[src/assert_macros.svh]
// Assertion macros shared by the reorder buffer modules.
// Depends on a clock named aclk and an active-low reset named aresetn in scope.
`ifndef ASSERT_MACROS_SVH
`define ASSERT_MACROS_SVH

`ifndef NO_ASSERTIONS

// Checked on every rising edge of aclk while out of reset.
`define SORB_ASSERT(label, prop, msg) \
    label: assert property (@(posedge aclk) disable iff (!aresetn) prop) else $error(msg);

// Checked on every rising edge of aclk, also during reset.
`define SORB_ASSERT_ALWAYS(label, prop, msg) \
    label: assert property (@(posedge aclk) prop) else $error(msg);

`else

`define SORB_ASSERT(label, prop, msg)
`define SORB_ASSERT_ALWAYS(label, prop, msg)

`endif

`endif

[src/sorb_pkg.sv]
// Shared constants, types and helpers of the sequence reorder buffer.
// No dependencies; imported by sequence_reorder_buffer and sorb_out_reg.
package sorb_pkg;

    localparam int WINDOW_DEPTH  = 16;
    localparam int PAYLOAD_WIDTH = 32;
    localparam int SEQ_WIDTH     = 16;
    localparam int SLOT_WIDTH    = (WINDOW_DEPTH > 1) ? $clog2(WINDOW_DEPTH) : 1;
    localparam int DATA_WIDTH    = ((SEQ_WIDTH + PAYLOAD_WIDTH + 7) / 8) * 8;

    // Result kinds carried on the output tuser.
    localparam logic KIND_RELEASE = 1'b0;
    localparam logic KIND_REJECT  = 1'b1;

    typedef logic [SLOT_WIDTH-1:0]    slot_t;
    typedef logic [SEQ_WIDTH-1:0]     seq_t;
    typedef logic [PAYLOAD_WIDTH-1:0] payload_t;

    typedef struct packed {
        logic     kind;
        seq_t     seq;
        payload_t payload;
        logic     last;
    } result_t;

    // Next slot index, wrapping at the end of the window.
    function automatic slot_t slot_inc(input slot_t s);
        slot_t r;
        if (s == SLOT_WIDTH'(WINDOW_DEPTH - 1)) begin
            r = '0;
        end else begin
            r = s + 1'b1;
        end
        return r;
    endfunction

endpackage

[src/sorb_ram.sv]
// Generic single-write, single-read synchronous RAM with registered read data.
// No dependencies.
module sorb_ram #(
    parameter int WIDTH = 32,
    parameter int DEPTH = 16,
    localparam int ADDR_W = (DEPTH > 1) ? $clog2(DEPTH) : 1
) (
    input  logic              aclk,
    input  logic              wr_en,
    input  logic [ADDR_W-1:0] wr_addr,
    input  logic [WIDTH-1:0]  wr_data,
    input  logic              rd_en,
    input  logic [ADDR_W-1:0] rd_addr,
    output logic [WIDTH-1:0]  rd_data
);

    logic [WIDTH-1:0] mem [DEPTH];
    logic [WIDTH-1:0] rd_data_reg;

    always_ff @(posedge aclk) begin
        if (wr_en) begin
            mem[wr_addr] <= wr_data;
        end
        if (rd_en) begin
            rd_data_reg <= mem[rd_addr];
        end
    end

    assign rd_data = rd_data_reg;

endmodule

[src/sorb_out_reg.sv]
// Output register of the reorder buffer: holds one result item for the master side.
// Depends on sorb_pkg and assert_macros.svh.
`include "assert_macros.svh"

module sorb_out_reg
    import sorb_pkg::*;
(
    input  logic                  aclk,
    input  logic                  aresetn,
    input  logic                  load,
    input  result_t               item,
    output logic                  free,
    output logic                  m_tvalid,
    input  logic                  m_tready,
    output logic [DATA_WIDTH-1:0] m_tdata,   // out_sequence, out_payload, zero fill
    output logic                  m_tuser,   // result_kind
    output logic                  m_tlast    // last_of_run
);

    logic    valid_reg;
    logic    valid_next;
    result_t item_reg;

    // The register can take a new item when empty or when its item leaves now.
    assign free = !valid_reg || m_tready;

    always_comb begin
        valid_next = valid_reg;
        if (load) begin
            valid_next = 1'b1;
        end else if (m_tready) begin
            valid_next = 1'b0;
        end
    end

    always_ff @(posedge aclk) begin
        if (!aresetn) begin
            valid_reg <= 1'b0;
        end else begin
            valid_reg <= valid_next;
        end
    end

    always_ff @(posedge aclk) begin
        if (load) begin
            item_reg <= item;
        end
    end

    assign m_tvalid = valid_reg;
    assign m_tdata  = DATA_WIDTH'({item_reg.payload, item_reg.seq});
    assign m_tuser  = item_reg.kind;
    assign m_tlast  = item_reg.last;

    `SORB_ASSERT(a_reject_is_last, (m_tvalid && m_tuser == KIND_REJECT) |-> m_tlast, "reject item without tlast")
    `SORB_ASSERT(a_load_only_when_free, load |-> free, "output register overwritten")
    `SORB_ASSERT_ALWAYS(a_empty_after_reset, !aresetn |=> !m_tvalid, "output valid after reset")

endmodule

[src/sequence_reorder_buffer.sv]
// Top level of the sequence reorder buffer: window control, valid bits and
// expected sequence. Depends on sorb_pkg, sorb_ram, sorb_out_reg, assert_macros.svh.
//
// Channel   Dir  Handshake            Contents
// s_*       in   s_tvalid / s_tready  tdata: item_sequence, item_payload
// m_*       out  m_tvalid / m_tready  tdata: out_sequence, out_payload;
//                                     tuser: result_kind; tlast: last_of_run
// cfg_*     in   cfg_wen              cfg_wdata: deliver_enable
//
// An item outside the window yields one reject item.
// An item inside the window is stored, then the head slot is checked, then
// the in-order run is released item by item, paced by the single read port of
// the payload RAM and its registered read data.
// With delivery off, released slots are freed at one per cycle without output.
// Reset (aresetn low, synchronous) clears valid bits, the expected sequence,
// the head slot, the output register and deliver_enable; no clearing pass is run.
// A stalled master side holds release at the output register; the input side
// is taken only while idle and while the output register can take an item.
`include "assert_macros.svh"

module sequence_reorder_buffer
    import sorb_pkg::*;
(
    input  logic                  aclk,
    input  logic                  aresetn,
    // Configuration.
    input  logic                  cfg_wen,
    input  logic                  cfg_wdata,  // deliver_enable
    // Input items.
    input  logic                  s_tvalid,
    output logic                  s_tready,
    input  logic [DATA_WIDTH-1:0] s_tdata,    // item_sequence, item_payload, zero fill
    // Result items.
    output logic                  m_tvalid,
    input  logic                  m_tready,
    output logic [DATA_WIDTH-1:0] m_tdata,    // out_sequence, out_payload, zero fill
    output logic                  m_tuser,    // result_kind
    output logic                  m_tlast     // last_of_run
);

    // Control states.
    localparam logic [1:0] ST_IDLE  = 2'd0;  // waiting for an input item
    localparam logic [1:0] ST_SCAN  = 2'd1;  // checking the head slot
    localparam logic [1:0] ST_FETCH = 2'd2;  // head payload in RAM read register

    logic [1:0]              state_reg, state_next;
    logic                    deliver_reg, deliver_next;
    seq_t                    expected_reg, expected_next;
    slot_t                   head_reg, head_next;
    logic [WINDOW_DEPTH-1:0] slot_valid_reg, slot_valid_next;

    // Input fields.
    seq_t     in_sequence;
    payload_t in_payload;
    assign in_sequence = s_tdata[SEQ_WIDTH-1:0];
    assign in_payload  = s_tdata[SEQ_WIDTH +: PAYLOAD_WIDTH];

    // Window position of the arriving item. The distance is taken modulo the
    // sequence space, so sequences behind the expected one land far outside.
    seq_t                distance;
    logic                in_window;
    logic [SLOT_WIDTH:0] slot_sum;
    slot_t               in_slot;

    assign distance  = in_sequence - expected_reg;
    assign in_window = distance < SEQ_WIDTH'(WINDOW_DEPTH);
    assign slot_sum  = {1'b0, head_reg} + {1'b0, distance[SLOT_WIDTH-1:0]};
    assign in_slot   = (slot_sum >= (SLOT_WIDTH + 1)'(WINDOW_DEPTH))
                       ? SLOT_WIDTH'(slot_sum - (SLOT_WIDTH + 1)'(WINDOW_DEPTH))
                       : slot_sum[SLOT_WIDTH-1:0];

    slot_t    head_inc;
    logic     head_valid;
    logic     next_valid;
    assign head_inc   = slot_inc(head_reg);
    assign head_valid = slot_valid_reg[head_reg];
    assign next_valid = slot_valid_reg[head_inc];

    // Payload RAM and output register.
    logic     ram_we;
    logic     ram_re;
    slot_t    ram_raddr;
    payload_t ram_rdata;
    logic     out_free;
    logic     out_load;
    result_t  out_item;
    logic     accept;

    assign s_tready = (state_reg == ST_IDLE) && out_free;
    assign accept   = s_tvalid && s_tready;
    assign ram_we   = accept && in_window;

    sorb_ram #(
        .WIDTH (PAYLOAD_WIDTH),
        .DEPTH (WINDOW_DEPTH)
    ) u_payload_ram (
        .aclk    (aclk),
        .wr_en   (ram_we),
        .wr_addr (in_slot),
        .wr_data (in_payload),
        .rd_en   (ram_re),
        .rd_addr (ram_raddr),
        .rd_data (ram_rdata)
    );

    // The store in ST_IDLE and every read happen in different cycles, so a
    // read never meets a write to the same slot in flight.
    always_comb begin
        state_next      = state_reg;
        deliver_next    = deliver_reg;
        expected_next   = expected_reg;
        head_next       = head_reg;
        slot_valid_next = slot_valid_reg;
        ram_re          = 1'b0;
        ram_raddr       = head_reg;
        out_load        = 1'b0;
        out_item.kind     = KIND_RELEASE;
        out_item.seq      = expected_reg;
        out_item.payload  = ram_rdata;
        out_item.last     = !next_valid;

        if (cfg_wen) begin
            deliver_next = cfg_wdata;
        end

        case (state_reg)
            ST_IDLE: begin
                if (accept) begin
                    if (in_window) begin
                        slot_valid_next[in_slot] = 1'b1;
                        state_next               = ST_SCAN;
                    end else begin
                        out_load          = 1'b1;
                        out_item.kind     = KIND_REJECT;
                        out_item.seq      = in_sequence;
                        out_item.payload  = in_payload;
                        out_item.last     = 1'b1;
                    end
                end
            end
            ST_SCAN: begin
                if (!head_valid) begin
                    state_next = ST_IDLE;
                end else if (!deliver_reg) begin
                    // Consume silently: free the slot and move on.
                    slot_valid_next[head_reg] = 1'b0;
                    head_next                 = head_inc;
                    expected_next             = expected_reg + 1'b1;
                end else begin
                    ram_re     = 1'b1;
                    state_next = ST_FETCH;
                end
            end
            ST_FETCH: begin
                if (out_free) begin
                    out_load                  = 1'b1;
                    slot_valid_next[head_reg] = 1'b0;
                    head_next                 = head_inc;
                    expected_next             = expected_reg + 1'b1;
                    // Read the following slot straight away when it is stored.
                    if (next_valid) begin
                        ram_re    = 1'b1;
                        ram_raddr = head_inc;
                    end else begin
                        state_next = ST_IDLE;
                    end
                end
            end
            default: begin
                state_next = ST_IDLE;
            end
        endcase
    end

    always_ff @(posedge aclk) begin
        if (!aresetn) begin
            state_reg      <= ST_IDLE;
            deliver_reg    <= 1'b0;
            expected_reg   <= '0;
            head_reg       <= '0;
            slot_valid_reg <= '0;
        end else begin
            state_reg      <= state_next;
            deliver_reg    <= deliver_next;
            expected_reg   <= expected_next;
            head_reg       <= head_next;
            slot_valid_reg <= slot_valid_next;
        end
    end

    sorb_out_reg u_out_reg (
        .aclk     (aclk),
        .aresetn  (aresetn),
        .load     (out_load),
        .item     (out_item),
        .free     (out_free),
        .m_tvalid (m_tvalid),
        .m_tready (m_tready),
        .m_tdata  (m_tdata),
        .m_tuser  (m_tuser),
        .m_tlast  (m_tlast)
    );

    `SORB_ASSERT(a_fetch_from_valid_slot, (state_reg == ST_FETCH) |-> head_valid, "fetch from empty slot")
    `SORB_ASSERT(a_release_advances, (state_reg == ST_FETCH && out_free) |=> (expected_reg == SEQ_WIDTH'($past(expected_reg) + 1'b1)), "expected sequence did not advance")
    `SORB_ASSERT(a_no_release_when_off, (state_reg == ST_FETCH) |-> deliver_reg, "release fetch with delivery off")

endmodule

[config.mk]
export PLATFORM = sky130hd
export DESIGN_NAME = sequence_reorder_buffer
export DESIGN_NICKNAME = d
export VERILOG_FILES = /design/src/sorb_pkg.sv /design/src/sorb_ram.sv /design/src/sorb_out_reg.sv /design/src/sequence_reorder_buffer.sv
export VERILOG_INCLUDE_DIRS = /design/src /design/src/src
export SDC_FILE = /design/constraint.sdc
export NUM_CORES = 1
export LEC_CHECK = 0
export BUFFER_PORTS_ARGS = -buffer_cell sky130_fd_sc_hd__buf_2
export CAP_MARGIN = 20
export CORE_ASPECT_RATIO = 1.5
export CORE_UTILIZATION = 42
export DETAILED_ROUTE_END_ITERATION = 6
export PLACE_DENSITY = 0.63
export SLEW_MARGIN = 5
export SYNTH_ARGS = -nofsm -noshare
export SYNTH_HDL_FRONTEND = slang
export SYNTH_SLANG_ARGS = --single-unit
[constraint.sdc]
create_clock -name aclk -period 16.25 [get_ports aclk]
set_clock_uncertainty 0.05 [all_clocks]
set_input_delay 4.0625 -clock aclk [delete_from_list [all_inputs] [get_ports aclk]]
set_output_delay 4.0625 -clock aclk [all_outputs]
set_load 0.05 [all_outputs]
=== After elaboration in Yosys (flattened, before gate mapping) ===
Memories as Yosys holds them, arrays and structs flattened. A register that Yosys moved wholly into a read port is not among the register bits.
Cells that the tools add are included.

* $add $sub $neg: 5
* Order comparisons: 7
* Equal/unequal tests: 10
* Multiplexer cells: 50
* Bitwise gates (word level): 3
* Reduce and logical (&&, ||, !) cells: 16

{| class="wikitable"
|+ Operator list
! kind !! number
|-
| $mux W16 || 8
|-
| $mux W49 || 2
|-
| $mux W50 || 1
|-
| $pmux W16 S3 || 1
|-
| $mux W4 || 8
|-
| $pmux W16 S2 || 1
|-
| $add A16 B1 Y16 const B || 1
|-
| $and A16 B16 Y16 || 1
|-
| $lt A16 B5 Y1 const B || 1
|-
| $not A16 Y16 || 1
|-
| $or A16 B16 Y16 || 1
|-
| $sub A16 B16 Y16 || 1
|-
| $lt A4 B5 Y1 const B || 3
|-
| $mux W1 || 15
|-
| $mux W2 || 6
|-
| $ne A2 B2 Y1 const B || 6
|-
| $bmux W1 S4 || 2
|-
| $demux W1 S4 || 2
|-
| $ge A4 B1 Y1 const B || 2
|-
| $pmux W4 S2 || 1
|-
| $pmux W2 S3 || 1
|-
| $reduce_and A6 Y1 || 1
|-
| $add A4 B4 Y5 || 1
|-
| $ge A5 B5 Y1 const B || 1
|-
| 16 further kinds || 23
|}

* Bits in registers: 90
* Memory bits (writable): 512
* Output and inout port bits: 52
* Logic and storage cells: 102
* Memories kept: 1

{| class="wikitable"
|+ Memories
! memory !! depth !! width !! read ports !! clocked after memory_dff !! write ports !! RTL line !! text
|-
| u_payload_ram.mem || 16 || 32 || 1 || 1 || 1 || sorb_ram.sv:17 || <nowiki>logic [WIDTH-1:0] mem [DEPTH];</nowiki>
|}

=== Depth between registers and ports, before layout ===
* Depth in word-level cells: 12
* Gate-level depth with buffers: 16
* Gate-level depth less buffers: 13

=== Cells and area by module ===
A second synthesis with hierarchy kept.

* Cell total of the unflattened synthesis: 1351
* Area total of the unflattened synthesis: 25569.5 µm²

{| class="wikitable"
|+ By module, submodules not included
! module !! instances !! cells an instance !! area an instance (µm²) !! seq. area each (µm²)
|-
| sorb_ram || 1 || 838 || 20155.6 || 16335.7
|-
| sequence_reorder_buffer || 1 || 459 || 3863.7 || 780.7
|-
| sorb_out_reg || 1 || 54 || 1550.2 || 1521.5
|}

=== Worst setup path after synthesis ===
Ideal clock, no wire load.

* Path kind: input to register
* From: input port s_tdata[0]
* To: memory u_payload_ram.mem[10][0] (enable)
* Arrival: 9213 ps
* Path slack: 6527 ps
* Stages: 13
* Buffers on the path: 0
* Cells stage by stage: inv_1 > ha_1 > fa_1 > nor2b_4 > o21ai_0 > mux2_1 > nand2_1 > and3_1 > or4b_1 > or4b_2 > nor4_2 > nand3_1 > nor3_1

* Longest elaborated chain between the ends: 5
* Elaborated cells between the ends (all ways): 9
* Classes of those cells: add/sub (3); order compare (2); mux (3); reduce/logical (1)

{| class="wikitable"
|+ RTL lines
! item !! RTL line !! text
|-
| from (decl) || sequence_reorder_buffer.sv:32 || <nowiki>input logic [DATA_WIDTH-1:0] s_tdata,</nowiki>
|-
| $sub A16 B16 Y16 (*) || sequence_reorder_buffer.sv:65 || <nowiki>assign distance = in_sequence - expected_reg;</nowiki>
|-
| $lt A16 B5 Y1 || sequence_reorder_buffer.sv:66 || <nowiki>assign in_window = distance < SEQ_WIDTH'(WINDOW_DEPTH);</nowiki>
|-
| $logic_and A1 B1 Y1 || sequence_reorder_buffer.sv:91 || <nowiki>assign ram_we = accept && in_window;</nowiki>
|-
| $mux W1 || sorb_ram.sv:21 || <nowiki>if (wr_en) begin</nowiki>
|-
| $mux W1 (not written as such) || sorb_ram.sv:22 || <nowiki>mem[wr_addr] <= wr_data;</nowiki>
|-
| to (decl) || sorb_ram.sv:17 ||
|}

Mark *: on every way between the ends. The rest lies on a longest branch, timed or not.

=== Worst setup path in the final report ===
* From: input port m_tready
* To: output port s_tready

* Longest elaborated chain between the ends: 2

{| class="wikitable"
|+ RTL lines
! item !! RTL line !! text
|-
| from (decl) || sequence_reorder_buffer.sv:35 || <nowiki>input logic m_tready,</nowiki>
|-
| $logic_or A1 B1 Y1 || sorb_out_reg.sv:25 || <nowiki>assign free = !valid_reg || m_tready;</nowiki>
|-
| $logic_and A1 B1 Y1 || sequence_reorder_buffer.sv:89 || <nowiki>assign s_tready = (state_reg == ST_IDLE) && out_free;</nowiki>
|-
| to (decl) || sequence_reorder_buffer.sv:31 || <nowiki>output logic s_tready,</nowiki>
|}

No other way between the ends.

==> flow_summary.json <==
{
  "largest_reg_flops": 512,
  "synth_xor_area_share_pct": 0.864,
  "synth-seq-area-share_pct": 68.1,
  "rows": 114,
  "antenna_cells": 0,
  "cts_tree": "built",
  "ys_warn_count": 0,
  "clock.fmax_mhz": 113,
  "setup.worst_path.end_class": "primary output",
  "pwr-share-seq_pct": 54.3,
  "num-fill-cells": 5596,
  "vias": 16700,
  "maxSlewHeadroom_pct": 22.6,
  "clockBufferDepth": 3,
  "dp_hpwl_mm": 39.0,
  "status": "finished, final reports clean",
  "hold_path.class": "reg2reg",
  "design.die.area_um2": 66200,
  "synth_compound_area_share_pct": 11.2,
  "routed_wl_mm": 66.6,
  "report.final.setup_viol": 0,
  "gr-total-overflow": 0,
  "startpoint_type": "primary input",
  "p_int_mw": 2.61,
  "ir_drop_mv": 0.0740,
  "synth_top_family_by_area": "compound AO/OA/AOI/OAI gates",
  "ys_seq_elements": 634,
  "gp_congestion": 0.910,
  "maxCapViolCount": 0,
  "start_util_pct": 42.4,
  "cellPowerDensity_nw_per_um2": 107,
  "drive_above_1_share_pct": 17.1,
  "initialDrtViolationCount": 1536,
  "antenna_found_initial": 1,
  "critPathArrivalTime_ns": 4.73,
  "numCtsBuffers": 58,
  "gr-usage-all-layers_pct": 20.1,
  "insertion_delay_ns": 0.62,
  "synth_top_area_share_pct": 65.2,
  "synth_simple_gate_area_share_pct": 7.52,
  "viasPerCell": 5.76,
  "path_clk_slew_ns": 0.07,
  "root_buffer": "clkbuf_16",
  "grt_pass1_vias": 16900,
  "p_sw_share_pct": 21.1,
  "final_cell_area_um2": 30800,
  "avgRoutedWirePerCell_um": 23.0,
  "period_needed_ns": 8.84,
  "post-route-period-util_pct": 54.4,
  "post_cts_buffers": 0,
  "syn_to_final_growth_pct": 12.7,
  "syn_inst": 1906,
  "die_y_um": 315,
  "synthAdderAreaFrac_pct": 1.38,
  "synthMuxAreaShare_pct": 8.30,
  "p_comb_share_pct": 3.6,
  "placed_area_um2": 28900,
  "clock_power_share_pct": 42.1,
  "p_switching_mw": 0.698,
  "synthesis.area_um2": 27400,
  "slew_violations": 0,
  "synth_area_leader_cell": "edfxtp_1",
  "grt_start_max_net_pins": 174,
  "synth_nets": 1989,
  "synth-async-reset-ratio_pct": 0,
  "ys_top_cells_by_area": "edfxtp_1, mux2i_1, dfxtp_1, nand3_1, o21ai_0",
  "fin_nets": 2057,
  "cts-htree-levels": 2,
  "drtPass1Iterations": 5,
  "synth-main-ff-cell": "edfxtp_1",
  "ys_types": 69,
  "crit_required_ns": 12.14,
  "rsz0062_at_grt": "false",
  "leakagePower_nw": 10.8,
  "grt_pass1_wl_mm": 102,
  "floorplan.die.width_um": 210,
  "cts.repair.resized": 0,
  "synth-edff-count": 594,
  "drc": 0,
  "io_pins": 106,
  "finalHoldViolations": 0,
  "core_area_um2": 64500,
  "worst_slew_pin_slew_ns": 1.16,
  "cts_sinks": 634,
  "critical_path_class": "in2out",
  "io_buffer_count": 105,
  "crit_fanout": 4,
  "antenna_left": 0,
  "cts_hold_buf": 0,
  "avgSynthCellArea_um2": 14.4,
  "fin_tns_setup_ns": 0
}
[routing by layer]
metal	vias to the layer above	GRT usage [%]	wire, um
li1	7573	-	-
met1	8369	24.2	25700
met2	590	36.4	35100
met3	134	2.86	3710
met4	2	7.35	2070
met5	-	0	13
[cell families after synthesis]
logic type | after synthesis
flip-flops | 634
AO/OA/AOI/OAI | 464
AND/OR/NAND/NOR | 399
multiplexers | 194
buffers and inverters | 159
adder cells (fa/ha/maj) | 29
XOR/XNOR | 27
[worst max-delay path, cell delays in order]
cell	delay, ns
buf_2	0.10
nor2b_1	0.26
nor2_1	0.08
buf_2	0.22
[cells in the final DEF (no fill, tap or decap), drive strengths merged, types with 40 or more instances in the layout]
master,count
a21o,42
mux2i,107
dfxtp,40
nand3,157
o21ai,144
clkbuf,70
mux2,82
nand2,48
buf,137
nor2b,42
edfxtp,594
a21oi,89
nor2,61
[Yosys cell counts (27+ instances only)]
cell type and n:
nor2_1 61, clkbuf_1 77, mux2_2 36, ha_1 27, mux2_4 40, dfxtp_1 40, mux2i_1 106, a311oi_1 33
nand3_1 157, a211o_1 32, a21o_1 42, inv_1 30, and3_1 38, nand2_1 48, a21oi_1 87, o221ai_1 32
a211oi_1 35, nor2b_1 41, o21ai_0 143, edfxtp_1 594
[layout make-up]
class / count / area [um^2] / area share, %
repair buffers: 137 / 843 / 2.73
flip-flops and latches: 634 / 18600 / 60.4
clock buffers: 70 / 1520 / 4.92
inverters: 30 / 113 / 0.365
clock inverters: 38 / 410 / 1.33
well taps: 870 / 1090 / 3.53
multi-input cells: 1113 / 8230 / 26.7
[worst paths after layout]
path / start / end / slack (ns) / depth (start not counted)
setup / recovery: m_tready / s_tready / 7.41 / 4
hold / removal: expected_reg[14] / expected_reg[14] / 0.44 / 2
setup reg to reg: head_reg[0] / u_payload_ram.rd_data[22] / 9.59 / 14
hold reg to reg: expected_reg[14] / expected_reg[14] / 0.44 / 2
[power groups by stage]
stage	combinational [mW]	clock (mW)	sequential, mW
finish	0.120	1.39	1.79
global route	0.129	1.47	1.79
CTS	0.122	1.42	1.79
detailed placement	0.121	0	1.83
global placement	0.120	0	1.83
floorplan	0.0430	0	1.86
[per-stage QoR]
stage	setup WS, ns	power (mW)	utilization [%]	hold slack, ns	instances
after detailed placement	6.90	1.95	44.8	0.431	2782
final	7.41	3.30	47.8	0.440	2892
after global routing	7.32	3.40	47.8	0.477	2892
after floorplan	6.53	1.90	-	0.404	1906
after global placement	7.02	1.95	44.7	0.423	2780
after CTS	7.42	3.33	47.7	0.442	2890
Power figures use the tool's default switching activity.
